--- src/rtl/core/vag_pkg.sv ---
// Shared constants, codes and types for the voxel automaton block.
package vag_pkg;

  localparam int VAG_MAX_SIDE = 16;

  localparam int KIND_W  = 2;
  localparam int ADDR_W  = 12;
  localparam int BYTE_W  = 8;
  localparam int COUNT_W = 13;
  localparam int SIDE_W  = 5;
  localparam int NBR_W   = 5;

  localparam logic [SIDE_W-1:0] SIDE_RESET    = SIDE_W'(5);
  localparam logic [NBR_W-1:0]  MAX_NEIGHBORS = NBR_W'(26);
  localparam logic [NBR_W-1:0]  GENESIS_COUNT = NBR_W'(6);

  localparam logic [BYTE_W-1:0] MARK_DEATH   = 8'b0001_0000;
  localparam logic [BYTE_W-1:0] MARK_GENESIS = 8'b0100_0000;
  localparam logic [BYTE_W-1:0] ALIVE_BIT    = 8'b1000_0000;

  // request kinds; the fourth code is a no-op
  typedef enum logic [KIND_W-1:0] {
    KIND_WRITE   = 2'd0,
    KIND_READ    = 2'd1,
    KIND_ADVANCE = 2'd2
  } kind_t;

  // per-axis neighbor offset: -1, 0, +1
  typedef enum logic [1:0] {
    OFS_NEG  = 2'd0,
    OFS_ZERO = 2'd1,
    OFS_POS  = 2'd2
  } ofs_t;

  typedef enum logic [3:0] {
    ST_CLEAR,
    ST_GEOM1,
    ST_GEOM2,
    ST_IDLE,
    ST_READ,
    ST_ADV_NB,
    ST_ADV_WB,
    ST_COPY_RD,
    ST_COPY_WR,
    ST_ADV_END,
    ST_DONE
  } state_t;

endpackage

--- src/rtl/core/vag_cell_rule.sv ---
// Generation rule for one cell: mark from neighbor count, then resolve.
module vag_cell_rule (
  input  logic [vag_pkg::BYTE_W-1:0] cell_old,
  input  logic [vag_pkg::NBR_W-1:0]  nbr_count,
  output logic [vag_pkg::BYTE_W-1:0] cell_new,
  output logic                       birth,
  output logic                       death
);
  import vag_pkg::*;

  logic [BYTE_W-1:0] mark;
  logic              odd_low;

  // odd counts up to seven
  assign odd_low = nbr_count[0] && (nbr_count < NBR_W'(8));

  always_comb begin
    mark  = cell_old;
    birth = 1'b0;
    if ((cell_old & ALIVE_BIT) != '0) begin
      if (odd_low) begin
        mark = MARK_DEATH;
      end
    end else if (nbr_count == GENESIS_COUNT) begin
      mark  = MARK_GENESIS;
      birth = 1'b1;
    end

    death = 1'b0;
    if ((mark & MARK_DEATH) != '0) begin
      cell_new = '0;
      death    = 1'b1;
    end else if ((mark & MARK_GENESIS) != '0) begin
      cell_new = mark | ALIVE_BIT;
    end else if ((mark & ALIVE_BIT) == '0) begin
      cell_new = mark >> 1;
    end else begin
      cell_new = mark;
    end
  end

endmodule

--- config.mk ---
export PLATFORM = sky130hd
export DESIGN_NAME = vag_cell_rule
export DESIGN_NICKNAME = d
export VERILOG_FILES = /design/src/rtl/core/vag_pkg.sv /design/src/rtl/core/vag_cell_rule.sv
export SDC_FILE = /design/constraint.sdc
export NUM_CORES = 1
export LEC_CHECK = 0
export BUFFER_PORTS_ARGS = -buffer_cell sky130_fd_sc_hd__buf_2
export CAP_MARGIN = 20
export CELL_PAD_IN_SITES_DETAIL_PLACEMENT = 1
export CELL_PAD_IN_SITES_GLOBAL_PLACEMENT = 1
export CORE_AREA = 2 2 39 41
export DETAILED_ROUTE_END_ITERATION = 6
export DIE_AREA = 0 0 41 43
export GPL_TIMING_DRIVEN = 0
export PLACE_DENSITY = 0.66
export SLEW_MARGIN = 20
export SYNTH_ARGS = -nofsm -noshare
export SYNTH_HDL_FRONTEND = slang
export SYNTH_SLANG_ARGS = --single-unit
--- constraint.sdc ---
create_clock -name vclk -period 5.13
set_input_delay 1.539 -clock vclk [all_inputs]
set_output_delay 1.539 -clock vclk [all_outputs]
set_load 0.05 [all_outputs]
==> impl_metrics.json <==
{
  "cellPowerDensity_mw_per_mm2": 114,
  "layout_min_cycle_time_ns": 4.25,
  "worst-slew-pin-transition_ns": 0.452,
  "synth.net_count": 34,
  "grt_use_total": 0.0629,
  "min_period_over_period": 0.828,
  "core_region_area_mm2": 0.00138,
  "hpwl_um": 551,
  "timing.critical_path.required_ns": 3.59,
  "timing_max_transition_violations_final": 0,
  "first_pass_grt_wire_length_um": 848,
  "design.final.nets": 59,
  "total_standard_cell_area_after_synthesis_um2": 199,
  "timing_worst_setup_path_type": "in -> out",
  "cp_launch_type": "input port",
  "hold_fix_buffer_count_after_cts": 0,
  "die_width_um": 41,
  "layout.sequential_cells": 0,
  "total_grt_overflow": 0,
  "clock.fmax_mhz": 235,
  "fp.dieArea_mm2": 0.00176,
  "dr.first_iter.drc_count": 1,
  "antenna_left": 0,
  "design_power_total_mw": 0.0381,
  "drt-vias-per-instance": 4.52,
  "cts_repair_resize_count": 0,
  "most-common-layout-cells": "buf_2 (23), o21ai_0 (3), nand2_1 (3), a2111oi_0 (3)",
  "syn_inst": 21,
  "timing.critical_path.fanout_max": 10,
  "p_seq_frac": 0,
  "max_slew_margin": 0.698,
  "numPortBuffers": 23,
  "regArea_um2": 0,
  "yosys_warnings": 0,
  "drc": 0,
  "totalWireLength_um": 645,
  "areaGrowthSynthToFinish_pct": 67.9,
  "critical_path_arrival_ns": 2.71,
  "grt_setup_unrepaired": "no",
  "largest_net_degree_at_the_start_of_global_routing": 11,
  "power.share.clock": 0,
  "globalplace.congestion": 0.663,
  "multiInputGateArea_um2": 199,
  "postCtsSetupBuffers": 0,
  "synth_largest_type_area_fraction": 0.138,
  "fp-row-count": 14,
  "filler_cell_count": 181,
  "io_pins": 23,
  "fraction_of_final_layout_cells_with_drive_strength_greater_than_1": 0.727,
  "final_common_cell": "buf_2",
  "netSwitchingFraction": 0.675,
  "status": "complete, no violations",
  "wl_per_cell_um": 10.8,
  "die_height_um": 43,
  "internal-power_mw": 0.0124,
  "irDropWorstVdd_mv": 0.0270,
  "antenna_cells": 0,
  "synth_top_cells_by_area": "nand4bb_4 (14%), a2111oi_0 (13%), nor4bb_4 (13%), and4b_1 (10%), a21o_2 (8.8%)",
  "detailroute.via_count": 271,
  "netSwitchingPower_mw": 0.0257,
  "comb_power_share": 1.000,
  "synthDistinctLibCells": 12,
  "avgSynthCellArea_um2": 9.47,
  "number_of_antenna_violations_at_the_first_check_in_global_routing": 0,
  "drv_cap": 0,
  "power.static_leakage_nw": 0.163,
  "setup.worst_path.end_class": "primary output",
  "timing.setup.tns_ns": 0,
  "synth.largest_area_cell": "nand4bb_4",
  "nClkBuffers": 0,
  "drt_first_pass_iters": 2,
  "hold_violations": 0,
  "path_class_of_the_lowest_slack_min_delay_path": "in -> out",
  "setup_viol": 0,
  "grt_pass1_vias": 216,
  "yosysSeqAreaShare": 0,
  "initial_core_util": 0.144
}
==> routing by layer <==
metal / global-route usage / share of wire
met1: 0.101 / 0.47
met5: 0 / 0
met3: 0 / 0.12
met2: 0.0969 / 0.41
met4: 0 / 0
==> logic make-up (layout without fill, tap and decap cells) <==
logic type / Yosys count / after routing / share of synthesized area
buf+inv: 0 / 23 / 0
simple gates: 13 / 13 / 0.704
compound gates: 8 / 8 / 0.296
==> Yosys cell counts <==
master	number
nand4bb_4	1
nor4bb_4	1
a21o_2	2
nand2_1	3
o21ai_0	3
nor2_1	1
nor3_4	1
nor2_2	2
and4bb_2	1
and4b_1	2
nor2_4	1
a2111oi_0	3
==> critical path, stage by stage <==
cell,delay (ns)
buf_2,0.14
nand4bb_4,0.20
nor3_4,0.37
and4b_1,0.25
buf_2,0.20
==> path summary, 6_finish.rpt <==
| check | start | endpoint | slack, ns | depth (start not counted) |
|---|---|---|---|---|
| worst max-delay path | cell_old[7] | cell_new[5] | 0.88 | 5 |
| worst min-delay path | nbr_count[3] | birth | 3.48 | 3 |
==> cell type report <==
| type | instances | area share |
|---|---|---|
| Timing Repair Buffer | 23 | 0.345 |
| Multi-Input combinational cell | 21 | 0.596 |
| Tap cell | 16 | 0.0599 |
==> metrics by stage <==
stage | area (um2) | utilization | std cells | setup slack (ns) | hold WS (ns)
final | 334 | 0.241 | 60 | 0.883 | 3.48
after global routing | 334 | 0.241 | 60 | 0.793 | 3.49
after CTS | 334 | 0.241 | 60 | 0.888 | 3.48
after detailed placement | 334 | 0.241 | 60 | 0.889 | 3.48
after global placement | 334 | 0.241 | 60 | 0.902 | 3.48
after floorplan | 199 | - | 21 | -0.676 | 3.16
==> power by group through the flow <==
stage | registers [mW] | logic (mW) | clock network [mW]
after floorplan | 0 | 0.0258 | 0
after global placement | 0 | 0.0380 | 0
after detailed placement | 0 | 0.0384 | 0
after CTS | 0 | 0.0385 | 0
after global routing | 0 | 0.0402 | 0
final | 0 | 0.0381 | 0
(Power assumes the default switching activity.)
